### src/rtl/mtel_pkg.sv
`timescale 1ns / 1ps

package mtel_pkg;

  // Default encoder resolution in bits per turn.
  localparam int ANGLE_BITS_DEF = 14;

  // Fixed field widths of the result item.
  localparam int POS_W    = 32;
  localparam int TURNS_W  = 18;
  localparam int PART_W   = 15;
  localparam int PLEN_W   = 32;
  localparam int TOTAL_W  = 48;

  // Configuration port.
  localparam int CFG_DATA_W = 32;
  localparam int CFG_IDX_W  = 2;

  typedef enum logic [CFG_IDX_W-1:0] {
    CFG_REVERSE   = 2'd0,
    CFG_LEN_COUNT = 2'd1,
    CFG_LEN_TURN  = 2'd2
  } cfg_reg_t;

  typedef enum logic {
    OP_ANGLE = 1'b0,
    OP_LIMIT = 1'b1
  } op_t;

  // Position after the state update, handed to the scaling stages.
  typedef struct packed {
    logic signed [POS_W-1:0] position;
    logic                    zeroed;
  } pos_item_t;

  // Length scale factors, Q16 unsigned.
  typedef struct packed {
    logic [CFG_DATA_W-1:0] per_count;
    logic [CFG_DATA_W-1:0] per_turn;
  } len_cfg_t;

endpackage

### src/rtl/mtel_in_if.sv
`timescale 1ns / 1ps

interface mtel_in_if #(
  parameter int AngleBits = mtel_pkg::ANGLE_BITS_DEF
) ();
  logic                 valid;
  logic                 ready;
  logic                 operation;
  logic [AngleBits-1:0] angle_sample;
  logic                 limit_level;

  modport source (output valid, output operation, output angle_sample,
                  output limit_level, input ready);
  modport sink   (input valid, input operation, input angle_sample,
                  input limit_level, output ready);
endinterface

### src/rtl/mtel_out_if.sv
`timescale 1ns / 1ps

interface mtel_out_if ();
  logic                                     valid;
  logic                                     ready;
  logic signed [mtel_pkg::POS_W-1:0]        position_counts;
  logic signed [mtel_pkg::TURNS_W-1:0]      turns;
  logic signed [mtel_pkg::PART_W-1:0]       partial_angle;
  logic signed [mtel_pkg::PLEN_W-1:0]       partial_length;
  logic signed [mtel_pkg::TOTAL_W-1:0]      total_length;
  logic                                     zeroed;

  modport source (output valid, output position_counts, output turns,
                  output partial_angle, output partial_length,
                  output total_length, output zeroed, input ready);
  modport sink   (input valid, input position_counts, input turns,
                  input partial_angle, input partial_length,
                  input total_length, input zeroed, output ready);
endinterface

### src/rtl/mtel_scale.sv
`timescale 1ns / 1ps

// Splits the position into turns and remainder, scales both to Q16 lengths.
// Two registered stages: split and multiply, then the 48-bit sum.
module mtel_scale #(
  parameter int AngleBits = mtel_pkg::ANGLE_BITS_DEF
) (
  input  logic                clk,
  input  logic                rst_n,
  input  logic                s1_valid,
  output logic                s1_ready,
  input  mtel_pkg::pos_item_t s1_item,
  input  mtel_pkg::len_cfg_t  len_cfg,
  mtel_out_if.source          out_item
);

  localparam int TurnW  = mtel_pkg::POS_W - AngleBits;
  localparam int PartIW = AngleBits + 1;
  localparam int CfgXW  = mtel_pkg::CFG_DATA_W + 1;

  logic                 adv2;
  logic                 adv3;
  logic [AngleBits-1:0] low;
  logic                 round_up;
  logic signed [TurnW-1:0]        turns_c;
  logic signed [PartIW-1:0]       part_c;
  logic signed [PartIW+CfgXW-1:0] plen_full;
  logic signed [TurnW+CfgXW-1:0]  tlen_full;

  logic                                   v2_r;
  logic signed [mtel_pkg::POS_W-1:0]      pos2_r;
  logic signed [TurnW-1:0]                turns2_r;
  logic signed [PartIW-1:0]               part2_r;
  logic signed [mtel_pkg::PLEN_W-1:0]     plen2_r;
  logic signed [mtel_pkg::TOTAL_W-1:0]    tlen2_r;
  logic                                   zeroed2_r;

  logic                                   v3_r;
  logic signed [mtel_pkg::TOTAL_W-1:0]    total_nxt;
  logic signed [mtel_pkg::POS_W-1:0]      turns_ext;
  logic signed [mtel_pkg::POS_W-1:0]      part_ext;

  // Each stage moves when it is empty or the next one moves.
  assign adv3     = !v3_r || out_item.ready;
  assign adv2     = !v2_r || adv3;
  assign s1_ready = adv2;

  // Division by a full turn truncated toward zero: an arithmetic shift,
  // then one step back toward zero for a negative value with a remainder.
  always_comb begin
    low      = s1_item.position[AngleBits-1:0];
    round_up = s1_item.position[mtel_pkg::POS_W-1] && (|low);
    turns_c  = s1_item.position[mtel_pkg::POS_W-1:AngleBits] + TurnW'(round_up);
    part_c   = round_up ? $signed({1'b1, low}) : $signed({1'b0, low});
    plen_full = part_c * $signed({1'b0, len_cfg.per_count});
    tlen_full = turns_c * $signed({1'b0, len_cfg.per_turn});
  end

  // Stage two valid.
  always_ff @(posedge clk) begin
    if (!rst_n) begin
      v2_r <= 1'b0;
    end else if (adv2) begin
      v2_r <= s1_valid;
    end
  end

  // Stage two payload.
  always_ff @(posedge clk) begin
    if (adv2 && s1_valid) begin
      pos2_r    <= s1_item.position;
      turns2_r  <= turns_c;
      part2_r   <= part_c;
      plen2_r   <= plen_full[mtel_pkg::PLEN_W-1:0];
      tlen2_r   <= tlen_full[mtel_pkg::TOTAL_W-1:0];
      zeroed2_r <= s1_item.zeroed;
    end
  end

  // Total length adds the already wrapped partial length.
  always_comb begin
    total_nxt = tlen2_r + mtel_pkg::TOTAL_W'(plen2_r);
    turns_ext = mtel_pkg::POS_W'(turns2_r);
    part_ext  = mtel_pkg::POS_W'(part2_r);
  end

  // Result register valid.
  always_ff @(posedge clk) begin
    if (!rst_n) begin
      v3_r <= 1'b0;
    end else if (adv3) begin
      v3_r <= v2_r;
    end
  end

  // Result register payload.
  always_ff @(posedge clk) begin
    if (adv3 && v2_r) begin
      out_item.position_counts <= pos2_r;
      out_item.turns           <= turns_ext[mtel_pkg::TURNS_W-1:0];
      out_item.partial_angle   <= part_ext[mtel_pkg::PART_W-1:0];
      out_item.partial_length  <= plen2_r;
      out_item.total_length    <= total_nxt;
      out_item.zeroed          <= zeroed2_r;
    end
  end

  assign out_item.valid = v3_r;

  // Turns and remainder rebuild the position exactly.
  assert property (@(posedge clk) disable iff (!rst_n)
    v2_r |-> ($signed({turns2_r, {AngleBits{1'b0}}}) + part_ext) == pos2_r)
    else $error("turns and remainder do not rebuild the position");

  // A nonzero remainder carries the sign of the position.
  assert property (@(posedge clk) disable iff (!rst_n)
    (v2_r && part2_r != '0) |-> part2_r[PartIW-1] == pos2_r[mtel_pkg::POS_W-1])
    else $error("remainder sign differs from position sign");

  // A stalled result register keeps its item while stage two waits.
  assert property (@(posedge clk) disable iff (!rst_n)
    (v3_r && !out_item.ready && v2_r) |=> (v2_r && v3_r))
    else $error("item lost during output stall");

endmodule

### src/rtl/multiturn_encoder_length_tracker.sv
`timescale 1ns / 1ps

// Channel    Dir  Handshake      Payload
// in_item    in   valid/ready    operation, angle_sample, limit_level
// out_item   out  valid/ready    position_counts, turns, partial_angle,
//                                partial_length, total_length, zeroed
// cfg_*      in   cfg_wr_en      cfg_index, cfg_wdata (no read-back)
//
// One item is accepted per cycle while in_item.ready is high; its result
// passes through three register stages: state update, split and multiply,
// and the 48-bit total add into the result register.
// Reset (rst_n, synchronous) clears the tracking state, the configuration
// registers and the stage valid flags.
// A stalled output fills the internal stages first; in_item.ready falls
// only when all three stages hold items.
module multiturn_encoder_length_tracker #(
  parameter int ANGLE_BITS = mtel_pkg::ANGLE_BITS_DEF
) (
  input  logic                              clk,
  input  logic                              rst_n,
  mtel_in_if.sink                           in_item,
  mtel_out_if.source                        out_item,
  input  logic                              cfg_wr_en,
  input  logic [mtel_pkg::CFG_IDX_W-1:0]    cfg_index,
  input  logic [mtel_pkg::CFG_DATA_W-1:0]   cfg_wdata
);

  localparam logic [mtel_pkg::POS_W-1:0] TurnCounts =
    mtel_pkg::POS_W'(1) << ANGLE_BITS;

  // Configuration registers.
  logic                 reverse_r;
  mtel_pkg::len_cfg_t   len_cfg_r;

  // Tracking state.
  logic                              limit_prev_r;
  logic                              limit_prev_nxt;
  logic                              seeded_r;
  logic                              seeded_nxt;
  logic [ANGLE_BITS-1:0]             angle_prev_r;
  logic [ANGLE_BITS-1:0]             angle_prev_nxt;
  logic signed [mtel_pkg::POS_W-1:0] acc_r;
  logic signed [mtel_pkg::POS_W-1:0] acc_nxt;

  logic                  accept;
  logic                  s1_ready;
  logic [ANGLE_BITS-1:0] cur;
  logic                  cur_q3;
  logic                  cur_q0;
  logic                  prev_q3;
  logic                  prev_q0;
  logic [mtel_pkg::POS_W-1:0] step;
  logic                  zeroed;

  logic                  s1_valid_r;
  mtel_pkg::pos_item_t   s1_item_r;
  mtel_pkg::pos_item_t   s1_item_nxt;

  assign in_item.ready = !s1_valid_r || s1_ready;
  assign accept        = in_item.valid && in_item.ready;

  // Configuration writes.
  always_ff @(posedge clk) begin
    if (!rst_n) begin
      reverse_r <= 1'b0;
      len_cfg_r <= '0;
    end else if (cfg_wr_en) begin
      unique case (mtel_pkg::cfg_reg_t'(cfg_index))
        mtel_pkg::CFG_REVERSE:   reverse_r          <= cfg_wdata[0];
        mtel_pkg::CFG_LEN_COUNT: len_cfg_r.per_count <= cfg_wdata;
        mtel_pkg::CFG_LEN_TURN:  len_cfg_r.per_turn  <= cfg_wdata;
        default: ;
      endcase
    end
  end

  // Angle step with turn handling across the quadrant 3 / quadrant 0 seam.
  always_comb begin
    cur     = reverse_r ? ~in_item.angle_sample : in_item.angle_sample;
    cur_q3  = cur[ANGLE_BITS-1:ANGLE_BITS-2] == 2'b11;
    cur_q0  = cur[ANGLE_BITS-1:ANGLE_BITS-2] == 2'b00;
    prev_q3 = angle_prev_r[ANGLE_BITS-1:ANGLE_BITS-2] == 2'b11;
    prev_q0 = angle_prev_r[ANGLE_BITS-1:ANGLE_BITS-2] == 2'b00;
    step    = mtel_pkg::POS_W'(cur) - mtel_pkg::POS_W'(angle_prev_r);
    if (cur_q3 && prev_q0) begin
      step = step - TurnCounts;
    end else if (cur_q0 && prev_q3) begin
      step = step + TurnCounts;
    end
  end

  // State update for one accepted item.
  always_comb begin
    limit_prev_nxt = limit_prev_r;
    seeded_nxt     = seeded_r;
    angle_prev_nxt = angle_prev_r;
    acc_nxt        = acc_r;
    zeroed         = 1'b0;
    if (accept) begin
      if (mtel_pkg::op_t'(in_item.operation) == mtel_pkg::OP_LIMIT) begin
        // A falling edge of the limit switch clears the position.
        if (limit_prev_r && !in_item.limit_level) begin
          acc_nxt = '0;
          zeroed  = 1'b1;
        end
        limit_prev_nxt = in_item.limit_level;
      end else begin
        // The first sample only seeds the previous angle.
        if (seeded_r) begin
          acc_nxt = acc_r + $signed(step);
        end
        seeded_nxt     = 1'b1;
        angle_prev_nxt = cur;
      end
    end
    s1_item_nxt.position = acc_nxt;
    s1_item_nxt.zeroed   = zeroed;
  end

  // Tracking state and stage one valid.
  always_ff @(posedge clk) begin
    if (!rst_n) begin
      limit_prev_r <= 1'b0;
      seeded_r     <= 1'b0;
      angle_prev_r <= '0;
      acc_r        <= '0;
      s1_valid_r   <= 1'b0;
    end else begin
      limit_prev_r <= limit_prev_nxt;
      seeded_r     <= seeded_nxt;
      angle_prev_r <= angle_prev_nxt;
      acc_r        <= acc_nxt;
      if (in_item.ready) begin
        s1_valid_r <= accept;
      end
    end
  end

  // Stage one payload.
  always_ff @(posedge clk) begin
    if (accept) begin
      s1_item_r <= s1_item_nxt;
    end
  end

  mtel_scale #(
    .AngleBits (ANGLE_BITS)
  ) u_scale (
    .clk      (clk),
    .rst_n    (rst_n),
    .s1_valid (s1_valid_r),
    .s1_ready (s1_ready),
    .s1_item  (s1_item_r),
    .len_cfg  (len_cfg_r),
    .out_item (out_item)
  );

  // A clearing item reports a zero position.
  assert property (@(posedge clk) disable iff (!rst_n)
    (s1_valid_r && s1_item_r.zeroed) |-> s1_item_r.position == '0)
    else $error("zeroed item with nonzero position");

  // Once seeded, the tracker stays seeded until reset.
  assert property (@(posedge clk) disable iff (!rst_n)
    seeded_r |=> seeded_r)
    else $error("seeded flag dropped without reset");

  // Angle samples never report a limit clear.
  assert property (@(posedge clk) disable iff (!rst_n)
    (accept && in_item.operation == mtel_pkg::OP_ANGLE) |=> !s1_item_r.zeroed)
    else $error("angle sample flagged as zeroed");

  // The seeding sample leaves the position unchanged.
  assert property (@(posedge clk) disable iff (!rst_n)
    (accept && in_item.operation == mtel_pkg::OP_ANGLE && !seeded_r)
      |=> s1_item_r.position == $past(acc_r))
    else $error("seeding sample moved the position");

endmodule

### src/flat_wrapper.sv
// flat-port wrapper written by rule: the top's interface ports become plain ports
module multiturn_encoder_length_tracker_flat 
#(
  parameter int ANGLE_BITS = mtel_pkg::ANGLE_BITS_DEF
)
  (clk, rst_n, cfg_wr_en, cfg_index, cfg_wdata, in_item_valid, in_item_operation, in_item_angle_sample, in_item_limit_level, in_item_ready, out_item_valid, out_item_position_counts, out_item_turns, out_item_partial_angle, out_item_partial_length, out_item_total_length, out_item_zeroed, out_item_ready);
  mtel_in_if #(.AngleBits((mtel_pkg::ANGLE_BITS_DEF))) in_item_i ();
  mtel_out_if out_item_i ();
  input  logic clk;
  input  logic rst_n;
  input  logic cfg_wr_en;
  input  logic [mtel_pkg::CFG_IDX_W-1:0] cfg_index;
  input  logic [mtel_pkg::CFG_DATA_W-1:0] cfg_wdata;
  input wire logic [$bits(in_item_i.valid)-1:0] in_item_valid;
  input wire logic [$bits(in_item_i.operation)-1:0] in_item_operation;
  input wire logic [$bits(in_item_i.angle_sample)-1:0] in_item_angle_sample;
  input wire logic [$bits(in_item_i.limit_level)-1:0] in_item_limit_level;
  output wire logic [$bits(in_item_i.ready)-1:0] in_item_ready;
  output wire logic [$bits(out_item_i.valid)-1:0] out_item_valid;
  output wire logic [$bits(out_item_i.position_counts)-1:0] out_item_position_counts;
  output wire logic [$bits(out_item_i.turns)-1:0] out_item_turns;
  output wire logic [$bits(out_item_i.partial_angle)-1:0] out_item_partial_angle;
  output wire logic [$bits(out_item_i.partial_length)-1:0] out_item_partial_length;
  output wire logic [$bits(out_item_i.total_length)-1:0] out_item_total_length;
  output wire logic [$bits(out_item_i.zeroed)-1:0] out_item_zeroed;
  input wire logic [$bits(out_item_i.ready)-1:0] out_item_ready;
  assign in_item_i.valid = in_item_valid;
  assign in_item_i.operation = in_item_operation;
  assign in_item_i.angle_sample = in_item_angle_sample;
  assign in_item_i.limit_level = in_item_limit_level;
  assign in_item_ready = in_item_i.ready;
  assign out_item_valid = out_item_i.valid;
  assign out_item_position_counts = out_item_i.position_counts;
  assign out_item_turns = out_item_i.turns;
  assign out_item_partial_angle = out_item_i.partial_angle;
  assign out_item_partial_length = out_item_i.partial_length;
  assign out_item_total_length = out_item_i.total_length;
  assign out_item_zeroed = out_item_i.zeroed;
  assign out_item_i.ready = out_item_ready;
  multiturn_encoder_length_tracker #(.ANGLE_BITS(ANGLE_BITS)) u_core (.clk(clk), .rst_n(rst_n), .in_item(in_item_i), .out_item(out_item_i), .cfg_wr_en(cfg_wr_en), .cfg_index(cfg_index), .cfg_wdata(cfg_wdata));
endmodule
### config.mk
export PLATFORM = sky130hd
export DESIGN_NAME = multiturn_encoder_length_tracker_flat
export DESIGN_NICKNAME = d
export VERILOG_FILES = /design/src/rtl/mtel_pkg.sv /design/src/rtl/mtel_in_if.sv /design/src/rtl/mtel_out_if.sv /design/src/rtl/mtel_scale.sv /design/src/rtl/multiturn_encoder_length_tracker.sv /design/src/flat_wrapper.sv
export SDC_FILE = /design/constraint.sdc
export NUM_CORES = 2
export LEC_CHECK = 0
export ABC_AREA = 1
export BUFFER_PORTS_ARGS = -buffer_cell sky130_fd_sc_hd__buf_4
export CAP_MARGIN = 20
export CORE_UTILIZATION = 50
export DETAILED_ROUTE_END_ITERATION = 8
export PLACE_DENSITY = 0.71
export SLEW_MARGIN = 0
export SYNTH_ARGS = -nofsm -noshare
export SYNTH_HDL_FRONTEND = slang
export SYNTH_HIERARCHICAL = 1
export SYNTH_SLANG_ARGS = --single-unit
### constraint.sdc
create_clock -name clk -period 16.6 [get_ports clk]
set_input_delay 2.49 -clock clk [delete_from_list [all_inputs] [get_ports clk]]
set_output_delay 2.49 -clock clk [all_outputs]
set_load 0.05 [all_outputs]
==> flow_summary.yaml <==
clock_tree:
  postCtsHoldBufs: 0
  post_cts_buffers: 0
  cts_resized: 0
  clk_latency_ns: 0.66
  tritoncts: "done"
  cts_sinks: 413
  clk_pin_slew_worst_paths_ns: 0.06
  cts_max_path_buffers: 3
  htree_num_levels: 2
  clockRootBuffer: "clkbuf_16"
  cts_made_buffers: 49
critical_path:
  r2r_slack_ns: 6.89
  path_class: "flop to flop"
  worstPathArrival_ns: 10.07
  crit_slowest_cell: "edfxtp_1"
  critPathBufInv: 8
  crit_required_ns: 16.96
  critPathLaunchType: "flop"
  cpPeakStageDelay_ns: 0.86
  worstSetupEndpointType: "flop"
  critical_path.max_fanout: 23
  path_delay_family: "adder cells"
synth:
  synth_nets: 7407
  synth.distinct_cells: 58
  synth_edf_count: 297
  netlist_instances: 6256
  yosys_warnings: 6
  yosysTopAreaCell: "fa_1"
  seq_area_frac_synth_pct: 22.0
  syn_area_per_cell_um2: 8.18
  ys.flop_type: "edfxtp_1"
  ys_async_sr_fraction_pct: 0
  synthesis.area_um2: 51200
  synth_top_area_share_pct: 30.2
  ys_ff_latch: 413
  synth.area.top_cells: "fa_1 (30%), edfxtp_1 (17%), nand2_1 (11%), inv_1 (11%), ha_1 (7.9%)"
pwr:
  peakVddDrop_mv: 0.0901
  power_density_nw_per_um2: 94.5
  leakagePower_nw: 27.9
place:
  pre_cts_slack_ns: 7.10
  post-dp-hpwl_mm: 119
  gp_congestion: 0.982
  port_buffers: 202
  dp_cells: 7647
floorplan:
  placementRows: 116
  core-area_um2: 101000
  pin_count: 203
  initial_core_util_pct: 50.8
  die_w_um: 322
  dieArea_um2: 104000
  die_y_um: 322
grt:
  grt_max_degree: 82
  grt_pass1_vias: 42200
  grt_usage_pct: 29.4
  overflow: 0
  antenna_found_initial: 1
  grt_pass1_wl_mm: 234
finish:
  synthToLayoutAreaGrowth_pct: 8.47
  final_common_cell: "nand2_1"
  antenna_cells: 0
  fin_util_pct: 55.1
  final_cells: 7739
  drive_gt1_share_pct: 7.19
  final_cell_mix: "nand2_1 (1,477), inv_1 (1,453), fa_1 (773)"
  fin_nets: 7493
status:
  status: "completed"
timing:
  hold_violations: 0
  relSlewSlack_pct: 24.0
  fin_worst_skew_ns: 0.0621
  fmax_ghz: 0.103
  timing.final.crit_share_pct: 58.5
  finalMaxSlewViolations: 0
  setup_slack_ns: 6.89
  worst_slew_pin_slew_ns: 1.14
  final.setup.tns_ns: 0
  setup_viol: 0
  rsz0062_at_grt: "no"
  fin_crit_ns: 9.71
route:
  drc: 0
  wirelength_mm: 149
  viasPerCell: 5.27
  first_pass_iters: 5
  dr_total_vias: 40800
  wl_per_cell_um: 19.2
  drt_iter0_markers: 3110
  ant_nets: 0
hold_path:
  hold_class: "flop to flop"
job:
  cap_violations: 0
==> where the power goes <==
part / total [mW] / switching [mW] / internal [mW]
clock: 1.10 / 0.481 / 0.622
combinational: 2.72 / 1.81 / 0.911
sequential: 1.43 / 0.115 / 1.31
total: 5.25 / 2.40 / 2.84
==> cell usage after synthesis, drive strengths merged, types with 18 or more instances <==
cell and number:
nand2 1525, inv 1467, fa 773, nor2 596, ha 323, edfxtp 297, a21oi 233, o21ai 200
clkbuf 146, nand3 144, dfxtp 116, xor2 112, buf 70, xnor2 42, nor3 38, nand4 32
a31oi 27, o21bai 20, a21o 18
==> final timing paths <==
kind                             start                                           to  cells after the start
max               u_core/s1_item_r[13]                   u_core/u_scale/tlen2_r[31]                     35
min          u_core/u_scale/pos2_r[14]  u_core/u_scale/out_item.position_counts[14]                      0
max reg2reg       u_core/s1_item_r[13]                   u_core/u_scale/tlen2_r[31]                     35
min reg2reg  u_core/u_scale/pos2_r[14]  u_core/u_scale/out_item.position_counts[14]                      0
==> metal layers <==
metal | up-vias | track usage (%) | routed length (um) | share of wire [%]
met4 | 2 | 11.9 | 6250 | 4.2
li1 | 18900 | - | - | -
met3 | 328 | 4.78 | 11400 | 7.6
met5 | - | 0 | 48 | 0.032
met1 | 19900 | 38.4 | 61800 | 42
met2 | 1645 | 48.7 | 69400 | 47
==> flip-flops by register name (all words and copies together), names as in the netlist, 32 cells and up <==
| name | cells |
|---|---|
| u_core/acc_r | 32 |
| u_core/len_cfg_r | 64 |
| u_core/s1_item_r | 33 |
| u_core/u_scale/out_item.partial_length | 32 |
| u_core/u_scale/out_item.position_counts | 32 |
| u_core/u_scale/out_item.total_length | 48 |
| u_core/u_scale/plen2_r | 32 |
| u_core/u_scale/pos2_r | 32 |
| u_core/u_scale/tlen2_r | 48 |
==> per-stage QoR <==
| step | power (mW) | hold WS, ns | instance area [um^2] |
|---|---|---|---|
| global placement | 4.11 | 0.401 | 53800 |
| floorplan | 3.28 | 0.400 | 51200 |
| finish | 5.25 | 0.416 | 55500 |
| CTS | 5.25 | 0.416 | 55500 |
| global route | 5.63 | 0.422 | 55500 |
| detailed placement | 4.13 | 0.405 | 53800 |
==> kinds of logic (layout without fill, tap and decap cells) <==
group / count (synthesis) / after routing / share of synthesized area [%]
xor+xnor: 154 / 154 / 2.71
compound gates: 523 / 523 / 5.64
flops: 413 / 413 / 22.0
buf+inv: 1686 / 1812 / 12.7
simple gates: 2384 / 2384 / 18.9
fa+ha+maj: 1096 / 1096 / 38.1
==> cell type report <==
| type | instances | area [um^2] |
|---|---|---|
| clock buffer | 60 | 1310 |
| sequential | 413 | 11200 |
| tap | 1357 | 1700 |
| inverter | 1470 | 5520 |
| multi-input combinational | 4157 | 33500 |
| timing repair buffer | 251 | 1920 |
| fill | 9560 | 45200 |
| clock inverter | 31 | 352 |
No activity file was read; power rests on OpenSTA's default activity.
